`config.mk`:
```
export PLATFORM = sky130hd
export DESIGN_NAME = ptmi_ctrl
export DESIGN_NICKNAME = d
export VERILOG_FILES = /design/src/hdl/ptmi_pkg.sv /design/src/hdl/ptmi_ctrl.sv
export SDC_FILE = /design/constraint.sdc
export NUM_CORES = 1
export LEC_CHECK = 0
export BUFFER_PORTS_ARGS = -buffer_cell sky130_fd_sc_hd__buf_4
export CAP_MARGIN = 20
export CELL_PAD_IN_SITES_DETAIL_PLACEMENT = 1
export CELL_PAD_IN_SITES_GLOBAL_PLACEMENT = 1
export CORE_AREA = 8 8 45 47
export DETAILED_ROUTE_END_ITERATION = 10
export DIE_AREA = 0 0 53 55
export PLACE_DENSITY_LB_ADDON = 0.2
export SETUP_SLACK_MARGIN = 0.5
export SLEW_MARGIN = 5
export SYNTH_ARGS = -nofsm -noshare
export SYNTH_HDL_FRONTEND = slang
export SYNTH_SLANG_ARGS = --single-unit
```
`constraint.sdc`:
```
create_clock -name clk -period 1.8 [get_ports clk]
set_input_delay 0.27 -clock clk [delete_from_list [all_inputs] [get_ports clk]]
set_output_delay 0.27 -clock clk [all_outputs]
set_load 0.02 [all_outputs]
```
`src/hdl/ptmi_pkg.sv`:
```
// Shared types, constants and helpers for the page table map insert block.
`timescale 1ns / 1ps
package ptmi_pkg;

  localparam int VA_W       = 48;
  localparam int PA_W       = 48;
  localparam int FLAGS_W    = 64;
  localparam int FRAME_W    = 36;
  localparam int DESC_W     = 64;
  localparam int IDX_W      = 9;
  localparam int LVL_W      = 2;
  localparam int VROW_W     = 64;
  localparam int VBIT_W     = 6;
  localparam int ROW_SEL_W  = 3;
  localparam int ROWS_PER_TABLE = 8;
  localparam int STATUS_W   = 2;
  localparam int ADDED_W    = 2;

  localparam logic [LVL_W-1:0]  LEAF_LVL       = 2'd3;
  localparam logic [1:0]        DESC_TYPE_TP   = 2'b11;
  localparam logic [DESC_W-1:0] DESC_TYPE_BITS = 64'h0000_0000_0000_0003;
  localparam logic [DESC_W-1:0] DESC_AF        = 64'h0000_0000_0000_0400;
  localparam logic [DESC_W-1:0] DESC_ATTR1     = 64'h0000_0000_0000_0004;
  localparam logic [DESC_W-1:0] DESC_PXN       = 64'h0020_0000_0000_0000;

  typedef enum logic [STATUS_W-1:0] {
    ST_MAPPED    = 2'd0,
    ST_PRESENT   = 2'd1,
    ST_EXHAUSTED = 2'd2
  } status_t;

  typedef enum logic [2:0] {
    S_INIT,
    S_IDLE,
    S_READ,
    S_CHECK,
    S_CLEAR,
    S_POST
  } state_t;

  typedef struct packed {
    logic    load;
    logic    wr_leaf;
    logic    alloc;
    logic    descend;
    logic    clr_row;
    logic    st_we;
    status_t st_code;
    logic    post;
  } cmd_t;

  typedef struct packed {
    logic vbit;
    logic leaf;
    logic table_type;
    logic rel_ok;
    logic pool_full;
    logic clr_last;
  } sts_t;

  // Nine address bits that index the table at a given level.
  function automatic logic [IDX_W-1:0] va_index(input logic [VA_W-1:0] va,
                                                input logic [LVL_W-1:0] lvl);
    logic [IDX_W-1:0] idx;
    unique case (lvl)
      2'd0:    idx = va[47:39];
      2'd1:    idx = va[38:30];
      2'd2:    idx = va[29:21];
      default: idx = va[20:12];
    endcase
    return idx;
  endfunction

endpackage

```
`src/hdl/ptmi_ctrl.sv`:
```
// Controller: sequences the walk, table allocation, clearing and result handoff.
`timescale 1ns / 1ps
module ptmi_ctrl (
  input  logic           clk,
  input  logic           rst_n,
  input  logic           in_valid,
  output logic           in_ready,
  output logic           out_valid,
  input  logic           out_ready,
  input  ptmi_pkg::sts_t sts,
  output ptmi_pkg::cmd_t cmd
);

  ptmi_pkg::state_t state_r;
  ptmi_pkg::state_t state_nxt;
  logic             out_valid_r;
  logic             out_valid_nxt;
  logic             out_free;

  assign out_free = !out_valid_r || out_ready;

  always_comb begin
    state_nxt = state_r;
    unique case (state_r)
      ptmi_pkg::S_INIT:  if (sts.clr_last) state_nxt = ptmi_pkg::S_IDLE;
      ptmi_pkg::S_IDLE:  if (in_valid) state_nxt = ptmi_pkg::S_READ;
      ptmi_pkg::S_READ:  state_nxt = ptmi_pkg::S_CHECK;
      ptmi_pkg::S_CHECK: begin
        if (!sts.vbit) begin
          if (sts.leaf || sts.pool_full) begin
            state_nxt = ptmi_pkg::S_POST;
          end else begin
            state_nxt = ptmi_pkg::S_CLEAR;
          end
        end else if (sts.leaf || !sts.table_type || !sts.rel_ok) begin
          state_nxt = ptmi_pkg::S_POST;
        end else begin
          state_nxt = ptmi_pkg::S_READ;
        end
      end
      ptmi_pkg::S_CLEAR: if (sts.clr_last) state_nxt = ptmi_pkg::S_READ;
      ptmi_pkg::S_POST:  if (out_free) state_nxt = ptmi_pkg::S_IDLE;
      default:           state_nxt = ptmi_pkg::S_INIT;
    endcase
  end

  always_comb begin
    cmd      = '0;
    in_ready = 1'b0;
    unique case (state_r)
      ptmi_pkg::S_INIT:  cmd.clr_row = 1'b1;
      ptmi_pkg::S_IDLE: begin
        in_ready = 1'b1;
        cmd.load = in_valid;
      end
      ptmi_pkg::S_READ:  ;
      ptmi_pkg::S_CHECK: begin
        if (!sts.vbit) begin
          if (sts.leaf) begin
            cmd.wr_leaf = 1'b1;
            cmd.st_we   = 1'b1;
            cmd.st_code = ptmi_pkg::ST_MAPPED;
          end else if (sts.pool_full) begin
            cmd.st_we   = 1'b1;
            cmd.st_code = ptmi_pkg::ST_EXHAUSTED;
          end else begin
            cmd.alloc = 1'b1;
          end
        end else if (sts.leaf || !sts.table_type || !sts.rel_ok) begin
          cmd.st_we   = 1'b1;
          cmd.st_code = ptmi_pkg::ST_PRESENT;
        end else begin
          cmd.descend = 1'b1;
        end
      end
      ptmi_pkg::S_CLEAR: cmd.clr_row = 1'b1;
      ptmi_pkg::S_POST:  cmd.post = out_free;
      default:           ;
    endcase
  end

  always_comb begin
    if (cmd.post) begin
      out_valid_nxt = 1'b1;
    end else if (out_ready) begin
      out_valid_nxt = 1'b0;
    end else begin
      out_valid_nxt = out_valid_r;
    end
  end

  always_ff @(posedge clk) begin
    if (!rst_n) begin
      state_r     <= ptmi_pkg::S_INIT;
      out_valid_r <= 1'b0;
    end else begin
      state_r     <= state_nxt;
      out_valid_r <= out_valid_nxt;
    end
  end

  assign out_valid = out_valid_r;

endmodule

```
Yosys cells after proc, flatten, opt, wreduce, memory -nomap -nowiden
Index checks and enable logic that the tools add are counted.

word-level totals
  flip-flop bits (word level) = 4
  memory bits (writable) = 0
  bits in read-only memories = 0
  memories = 0
  bits in latches = 0
  logic and storage cells = 48
  output and inout bits = 11

operators by class
  multiplexer cells = 26
  add/sub/neg operators = 0
  div/mod/pow operators = 0
  order comparisons = 0
  reduce and logical (&&, ||, !) cells = 11
  shift-type cells = 0
  multipliers = 0
  equality and inequality tests = 9
  bitwise operators = 0

operator list
  operator                                             count
  2-to-1 mux 3 bit                                     12
  case mux 3 bit (6 select lines)                      1
  2-to-1 mux 1 bit                                     12
  != test 2 bit, second input constant                 4
  equality test 3 x 2 -> 1 bit, second input constant  2
  equality test 3 bit, second input constant           2
  logical OR 1 bit                                     4
  AND reduction 4 bit                                  1
  equality test 3 x 1 -> 1 bit, second input constant  1
  zero test 1 bit                                      3
  zero test 3 bit                                      1
  2-to-1 mux 2 bit                                     1
  nonzero test 2 bit                                   1
  OR reduction 2 bit                                   1

Depth between registers and ports, before layout
Gate-level depths: netlist of the first run.

  depth after elaboration = 6
  depth in mapped cells = 4
  depth with buffers taken out = 3

Worst setup path after synthesis of the first run
No wires, ideal clock.

  path type = register to output
  start point = register state_r[2]
  end point = output cmd[2] in the netlist's numbering
  path slack = 151 ps
  cell stages (with the launch flop) = 4
  required time = 1530 ps
  path buffers = 1
  data arrival time = 1379 ps
  cells stage by stage = dfxtp_1 > clkbuf_2 > nand3b_1 > nor4b_1

RTL lines
  element                   RTL line         source
  start: declaration        ptmi_ctrl.sv:14  ptmi_pkg::state_t state_r;
  start signal: assignment  ptmi_ctrl.sv:94  state_r <= ptmi_pkg::S_INIT;
  start signal: assignment  ptmi_ctrl.sv:97  state_r <= state_nxt;
  end: declaration          ptmi_ctrl.sv:11  output ptmi_pkg::cmd_t cmd

==> metrics.yaml, run 1 <==
die_w_um: 53
fin_crit_ns: 1.522
cts.sinks: 4
final_cell_mix: "buf_4 (26), nor2_1 (5), buf_6 (4)"
first_global_vias: 463
worstSetupEndpointType: "output port"
reg2reg_setup_slack_ns: 0.46
power_frac_clock: 0.234
n_antenna_cell: 0
status: "completed"
finalCritPeriodShare: 0.8453
critPathLaunchType: "flop"
die_height_um: 55
gp_congestion: 0.7452
power_frac_comb: 0.512
track_usage: 0.09617
grt_pass1_wl_mm: 2.070
cpPeakStageDelay_ns: 0.34
arrival_ns: 1.25
hold_path_class: "input pin to flop"
area_growth_pct: 91.21
vias: 429
cts.reportedPaths.clkPinSlew_ns: 0.04
synth_area_um2: 341.6
hold_viol: 0
maxCapViolations: 0
rsz0062_at_grt: "yes"
nets: 86
ir_drop_mv: 0.3766
p_switching_mw: 0.1737
hold_ws_ns: 0.3239
p_sw_frac: 0.3475
cts_tree: "built"
seqPwrFrac: 0.255
ant_nets: 0
finClkSkew_ns: 0.0002192
max-clock-path-buffers: 2
row_count: 14
synth_fp_nets: 55
io_pins: 21
routed_wl_mm: 1.241
crit_chain: "nand3b_1 > nor4b_2 > buf_4"
fmax_mhz: 657.2
start_util: 0.2468
worst_pin_slew_ns: 0.3514
synth_area_per_cell_um2: 7.591
crit_buf_inv: 1
place.port_buffers: 20
hold_depth: 3
grt_max_degree: 12
n_fill_cell: 168
r2r_start: "state_r[2]"
final_common_cell: "buf_4"
coreArea_um2: 1384
routedWlPerCell_um: 13.79
die-area_um2: 2915
required_ns: 1.53
post-dp-hpwl_um: 875.8
critical-path-top-delay-family: "simple AND/OR/NAND/NOR gates"
slew_viol_final: 0
root_buffer: "clkbuf_4"
slew_headroom: 0.7596
fin_total_pwr_mw: 0.4999
hold_start: "rst_n"
critPathMaxFanout: 4
yosysSeqAreaShare: 0.2344
ys_seq_elements: 4
clk_latency_ns: 0.24
via_per_inst: 4.767
drt-initial-drc-count: 4
overflow: 0
drive_above_1_share: 0.6216
syn_inst: 45
min_to: "out_valid"
power_density_nw_per_um2: 765.4
yosysWarnings: 0
r2r-end: "state_r[2]"
path_class: "flop to output port"
drc: 0
crit_slowest_cell: "dfxtp_4"
cts_max_level: 1
first_pass_iters: 2
antenna_found_initial: 0
p_leak_nw: 0.2992
r2r_cells: 6
yosysUniqueCellTypes: 27
cts_buffers: 3
setup_violations: 0
cell_internal_pwr_mw: 0.3262
fin_tns_setup_ns: 0
## cell usage after synthesis (all sizes together)
| cell type | instances | area, um^2 |
|---|---|---|
| o21bai | 2 | 15.01 |
| clkbuf | 1 | 5.000 |
| nor3b | 1 | 7.510 |
| dfxtp | 4 | 80.08 |
| a221oi | 1 | 8.760 |
| nand3b | 1 | 7.510 |
| buf | 3 | 20.01 |
| and3 | 1 | 6.260 |
| nor3 | 1 | 5.000 |
| o21ai | 1 | 5.000 |
| and3b | 2 | 17.52 |
| nand2b | 2 | 12.51 |
| and2 | 1 | 6.260 |
| nor2b | 4 | 25.02 |
| inv | 1 | 3.750 |
| and4 | 1 | 10.01 |
| nor4 | 1 | 6.260 |
| xnor2 | 1 | 8.760 |
| nor2 | 6 | 22.52 |
| and4b | 1 | 10.01 |
| nand2 | 3 | 11.26 |
| a2111oi | 1 | 8.760 |
| a211oi | 2 | 15.01 |
| nor4b | 1 | 8.760 |
| a311o | 1 | 10.01 |
| a21oi | 1 | 5.000 |
## power by group through the flow
stage | sequential [mW] | combinational, mW | clock [mW]
CTS | 0.137 | 0.196 | 0.116
global route | 0.130 | 0.277 | 0.135
floorplan | 0.109 | 0.132 | 0
finish | 0.127 | 0.256 | 0.117
global placement | 0.135 | 0.165 | 0
detailed placement | 0.135 | 0.163 | 0
## flip-flops by register name (all words and copies together) (netlist names)
register   cells
state_r        3
out_valid      1
## how the worst max path moves through the flow
stage                    start     end  slack, ns  cells after the start
floorplan           state_r[2]  cmd[2]       0.38                      3
global placement    state_r[0]  cmd[2]       0.40                      3
detailed placement  state_r[0]  cmd[2]       0.38                      3
CTS                 state_r[1]  cmd[2]       0.27                      3
global route        state_r[2]  cmd[2]       0.17                      3
finish              state_r[2]  cmd[2]       0.28                      3
## logic make-up (layout without fill, tap and decap cells)
logic type,count (synthesis),in the layout,share of synthesized area
AND/OR/NAND/NOR,26,26,0.4579
AO/OA/AOI/OAI,9,9,0.1978
buffers and inverters,5,34,0.08420
flip-flops,4,4,0.2344
XOR/XNOR,1,1,0.02565
## timing repair
item                       4_1_cts  5_1_grt
buffers inserted                 4        6
hold buffers                     0        0
pin swaps                        3        6
setup endpoints to repair       10       10
gates resized for setup         10        5
## metrics by stage
| stage | area, um^2 | instances | setup slack [ns] | util |
|---|---|---|---|---|
| floorplan | 367.9 | 45 | 0.3771 | - |
| global placement | 513.0 | 77 | 0.3985 | 0.3707 |
| detailed placement | 513.0 | 77 | 0.3788 | 0.3707 |
| CTS | 593.1 | 84 | 0.2655 | 0.4286 |
| global route | 653.1 | 90 | 0.1720 | 0.4720 |
| finish | 653.1 | 90 | 0.2784 | 0.4720 |
## per-layer routing
layer	GRT usage	vias to the layer above	share of wire
li1	-	221	-
met5	0	-	0
met1	0.1049	192	0.45
met2	0.1465	16	0.48
met3	0.06150	0	0.068
met4	0.03879	0	0
## area by class of cell
class | instances | area, um^2 | share of cell area
Timing Repair Buffer | 30 | 240.2 | 0.3678
Multi-Input combinational cell | 36 | 275.3 | 0.4215
Sequential cell | 4 | 91.34 | 0.1398
Clock buffer | 3 | 22.52 | 0.03448
Tap cell | 16 | 20.02 | 0.03065
Inverter | 1 | 3.754 | 0.005747
## tightest hold or removal path: cells and delay by family
kind	cells	cell delay, ns
AO/OA/AOI/OAI	1	0.11
buffers and inverters	2	0.14
Note: power is estimated with default switching activity, not from simulation.
==> inputs of run 2 (changes only) <==
--- a/config.mk
+++ b/config.mk
@@ -5,13 +5,14 @@
 export SDC_FILE = /design/constraint.sdc
 export NUM_CORES = 1
 export LEC_CHECK = 0
+export ABC_AREA = 1
 export BUFFER_PORTS_ARGS = -buffer_cell sky130_fd_sc_hd__buf_4
 export CAP_MARGIN = 20
 export CELL_PAD_IN_SITES_DETAIL_PLACEMENT = 1
 export CELL_PAD_IN_SITES_GLOBAL_PLACEMENT = 1
-export CORE_AREA = 8 8 45 47
+export CORE_MARGIN = 8
+export CORE_UTILIZATION = 23
 export DETAILED_ROUTE_END_ITERATION = 10
-export DIE_AREA = 0 0 53 55
 export PLACE_DENSITY_LB_ADDON = 0.2
 export SETUP_SLACK_MARGIN = 0.5
 export SLEW_MARGIN = 5
==> constraint.sdc (replaced) <==
create_clock -name clk -period 1.37 [get_ports clk]
set_input_delay 0.2055 -clock clk [delete_from_list [all_inputs] [get_ports clk]]
set_output_delay 0.2055 -clock clk [all_outputs]
set_load 0.02 [all_outputs]
==> metrics.yaml, run 2 <==
synthFlopType: "dfxtp_1"  # unchanged
ys_seq_elements: 4  # unchanged
crit_slowest_cell: "dfxtp_2"  # was dfxtp_4
nets: 102  # was 86
syn_inst: 60  # was 45
r2r_cells: 8  # was 6
fmax_mhz: 697.6
p_leak_nw: 0.3900  # was 0.2992 nW
synth_top_area_cell: "dfxtp_1"  # unchanged
cts.reportedPaths.clkPinSlew_ns: 0.04  # about the same
n_fill_cell: 183  # was 168
first_global_vias: 586  # was 463
hold_start: "rst_n"  # unchanged
fin_total_pwr_mw: 0.7073  # was 0.4999 mW
postLayoutSetupSlackWorst_ns: -0.06357  # was 0.2784 ns
arrival_ns: 1.23  # was 1.25 ns
power_density_nw_per_um2: 877.7  # was 765.4 nW/um^2
crit_chain: "nor2_4 > inv_4 > nor4_4 > buf_4"  # was nand3b_1 > nor4b_2 > buf_4
ant_nets: 0  # unchanged
post-dp-hpwl_mm: 1.038  # was 875.8 um
synth.most_common_cell: "nand2_1"  # was nor2_1
die-area_um2: 3089  # was 2915 um^2
dp.cells: 95  # was 77
worstSetupEndpointType: "output port"  # unchanged
antenna_found_initial: 0  # unchanged
io_pins: 21  # unchanged
gp_congestion: 0.8094  # was 0.7452
pre_cts_slack_ns: 0.1519  # was 0.3788 ns
fin_tns_setup_ns: -0.1844  # was 0 ns
final_common_cell: "buf_4"  # unchanged
yosysWarnings: 0  # unchanged
cts_max_level: 1  # unchanged
maxCapViolations: 0  # unchanged
row_count: 14  # unchanged
slew_headroom: 0.8115  # was 0.7596
largest_reg_flops: 3  # unchanged
yosysUniqueCellTypes: 18  # was 27
critical-path-top-delay-family: "flip-flops"  # was simple AND/OR/NAND/NOR gates
drt-initial-drc-count: 1  # was 4
yosysTopAreaCellShare: 0.2222  # was 0.2344
synth_edf_count: 0  # unchanged
yosys-top-cells-count: "nand2_1 (13), inv_1 (11), nor2_1 (10)"  # was nor2_1 (6), dfxtp_1 (4), nor2b_1 (4)
cts_buffers: 3  # unchanged
first_pass_iters: 4  # was 2
synth_area_per_cell_um2: 6.006  # was 7.591 um^2
r2r_start: "state_r[1]"  # was state_r[2]
overflow: 0  # unchanged
synth_fp_nets: 70  # was 55
async_flop_share: 0  # unchanged
worst_pin_slew_ns: 0.2828  # was 0.3514 ns
synth_area_um2: 360.3  # was 341.6 um^2
finalCritPeriodShare: 1.046
die_w_um: 55.58  # was 53 um
hold_path_class: "input pin to flop"  # unchanged
status: "complete, but fails checks"  # was completed
finalNonFillerCells: 107  # was 90
fin_crit_ns: 1.434
ir_drop_mv: 0.4591  # was 0.3766 mV
min_to: "state_r[2]"  # was out_valid
vias: 498  # was 429
critPathMaxFanout: 7  # was 4
root_buffer: "clkbuf_4"  # unchanged
required_ns: 1.16  # was 1.53 ns
synth.area.top_cells: "dfxtp_1 (22%), nand2_1 (14%), inv_1 (11%), nor2_1 (10%), nor2_4 (6.3%)"  # was dfxtp_1 (23%), nor2b_1 (7.3%), nor2_1 (6.6%), and3b_1 (5.1%), a211oi_1 (4.4%)
hold_viol: 0  # unchanged
track_usage: 0.09522  # was 0.09617
rsz0062_at_grt: "yes"  # unchanged
start_util: 0.2420  # was 0.2468
grt_max_degree: 8  # was 12
clk_latency_ns: 0.24  # about the same
crit_buf_inv: 2  # was 1
max-clock-path-buffers: 2  # unchanged
die_height_um: 55.58  # was 55 um
area_growth_pct: 123.6  # was 91.21%
drive_above_1_share: 0.7143  # was 0.6216
grt_pass1_wl_mm: 2.428  # was 2.070 mm
routedWlPerCell_um: 13.39  # was 13.79 um
drc: 0  # unchanged
hold_depth: 3  # unchanged
coreArea_um2: 1489  # was 1384 um^2
path_class: "flop to output port"  # unchanged
postCtsHoldBufs: 0  # unchanged
cts.sinks: 4  # unchanged
violations: "setup timing"
finClkSkew_ns: 0.006414  # was 0.0002192 ns
hold_ws_ns: 0.1655  # was 0.3239 ns
r2r-end: "state_r[0]"  # was state_r[2]
n_antenna_cell: 0  # unchanged
via_per_inst: 4.654  # was 4.767
cts_tree: "built"  # unchanged
final_cell_mix: "buf_4 (14), buf_6 (13), nand2_1 (11)"  # was buf_4 (26), nor2_1 (5), buf_6 (4)
cpPeakStageDelay_ns: 0.39  # was 0.34 ns
place.port_buffers: 20  # unchanged
slew_viol_final: 0  # unchanged
top_register: "state_r"  # unchanged
setup_violations: 5  # was 0
routed_wl_mm: 1.433  # was 1.241 mm
yosysSeqAreaShare: 0.2222  # was 0.2344
reg2reg_setup_slack_ns: 0.11  # was 0.46 ns
critPathLaunchType: "flop"  # unchanged
run 2: cell types whose count changed in the layout (fill, tap and decap cells not counted), sizes merged, moves of 3 or more:
cell,before,now
nor2,6,12
nand2,3,14
nand3,0,5
nor3,1,4
inv,1,14
nor2b,4,0
run 2: layer usage:
layer | vias up | GRT usage | part of all wire
met5 | - | 0 | 0
met4 | 0 | 0.04225 | 0.013
met3 | 2 | 0.04566 | 0.086
met2 | 18 | 0.1875 | 0.59
met1 | 233 | 0.07513 | 0.31
li1 | 245 | - | -
run 2: cells by family after synthesis:
| kind of cell | share of synthesized area |
|---|---|
| AND/OR/NAND/NOR | 0.5417 |
| flip-flops | 0.2222 |
| AO/OA/AOI/OAI | 0.06943 |
| buffers and inverters | 0.1667 |
run 2: final cells by class:
| class | instances | area, um^2 | area share |
|---|---|---|---|
| tap | 16 | 20.02 | 0.02484 |
| sequential | 4 | 92.59 | 0.1149 |
| clock buffer | 4 | 26.28 | 0.03261 |
| timing repair buffer | 28 | 271.5 | 0.3370 |
| inverter | 14 | 55.05 | 0.06832 |
| multi-input combinational | 41 | 340.3 | 0.4224 |
run 2: worst max path at each step:
stage | start | end | slack (ns) | depth (start not counted)
final | state_r[2] | cmd[2] | -0.06 | 4
after global placement | sts[4] | cmd[3] | 0.16 | 6
after floorplan | state_r[1] | cmd[2] | 0.23 | 4
after CTS | state_r[0] | cmd[2] | -0.08 | 5
after global routing | state_r[0] | cmd[3] | -0.12 | 6
after detailed placement | state_r[1] | cmd[2] | 0.15 | 5
run 2: metrics by stage:
step / cell area [um^2] / util
after floorplan: 469.2 / -
after global placement: 631.9 / 0.4244
after detailed placement: 631.9 / 0.4244
after CTS: 799.5 / 0.5370
after global routing: 805.8 / 0.5412
final: 805.8 / 0.5412
run 2: worst min-delay path, cell delays in order:
cell and delay (ns):
buf_4 0.08, nand2_1 0.04, inv_1 0.04
run 2: where the power goes:
| group | switching, mW | internal (mW) | total (mW) |
|---|---|---|---|
| combinational | 0.195 | 0.189 | 0.384 |
| clock | 0.0534 | 0.110 | 0.163 |
| sequential | 0.0267 | 0.133 | 0.160 |
| total | 0.276 | 0.432 | 0.707 |
run 2: timing repair:
item	4_1_cts	5_1_grt
pin swaps	5	4
setup buffers	8	0
gates resized for setup	18	2
setup endpoints to repair	15	15
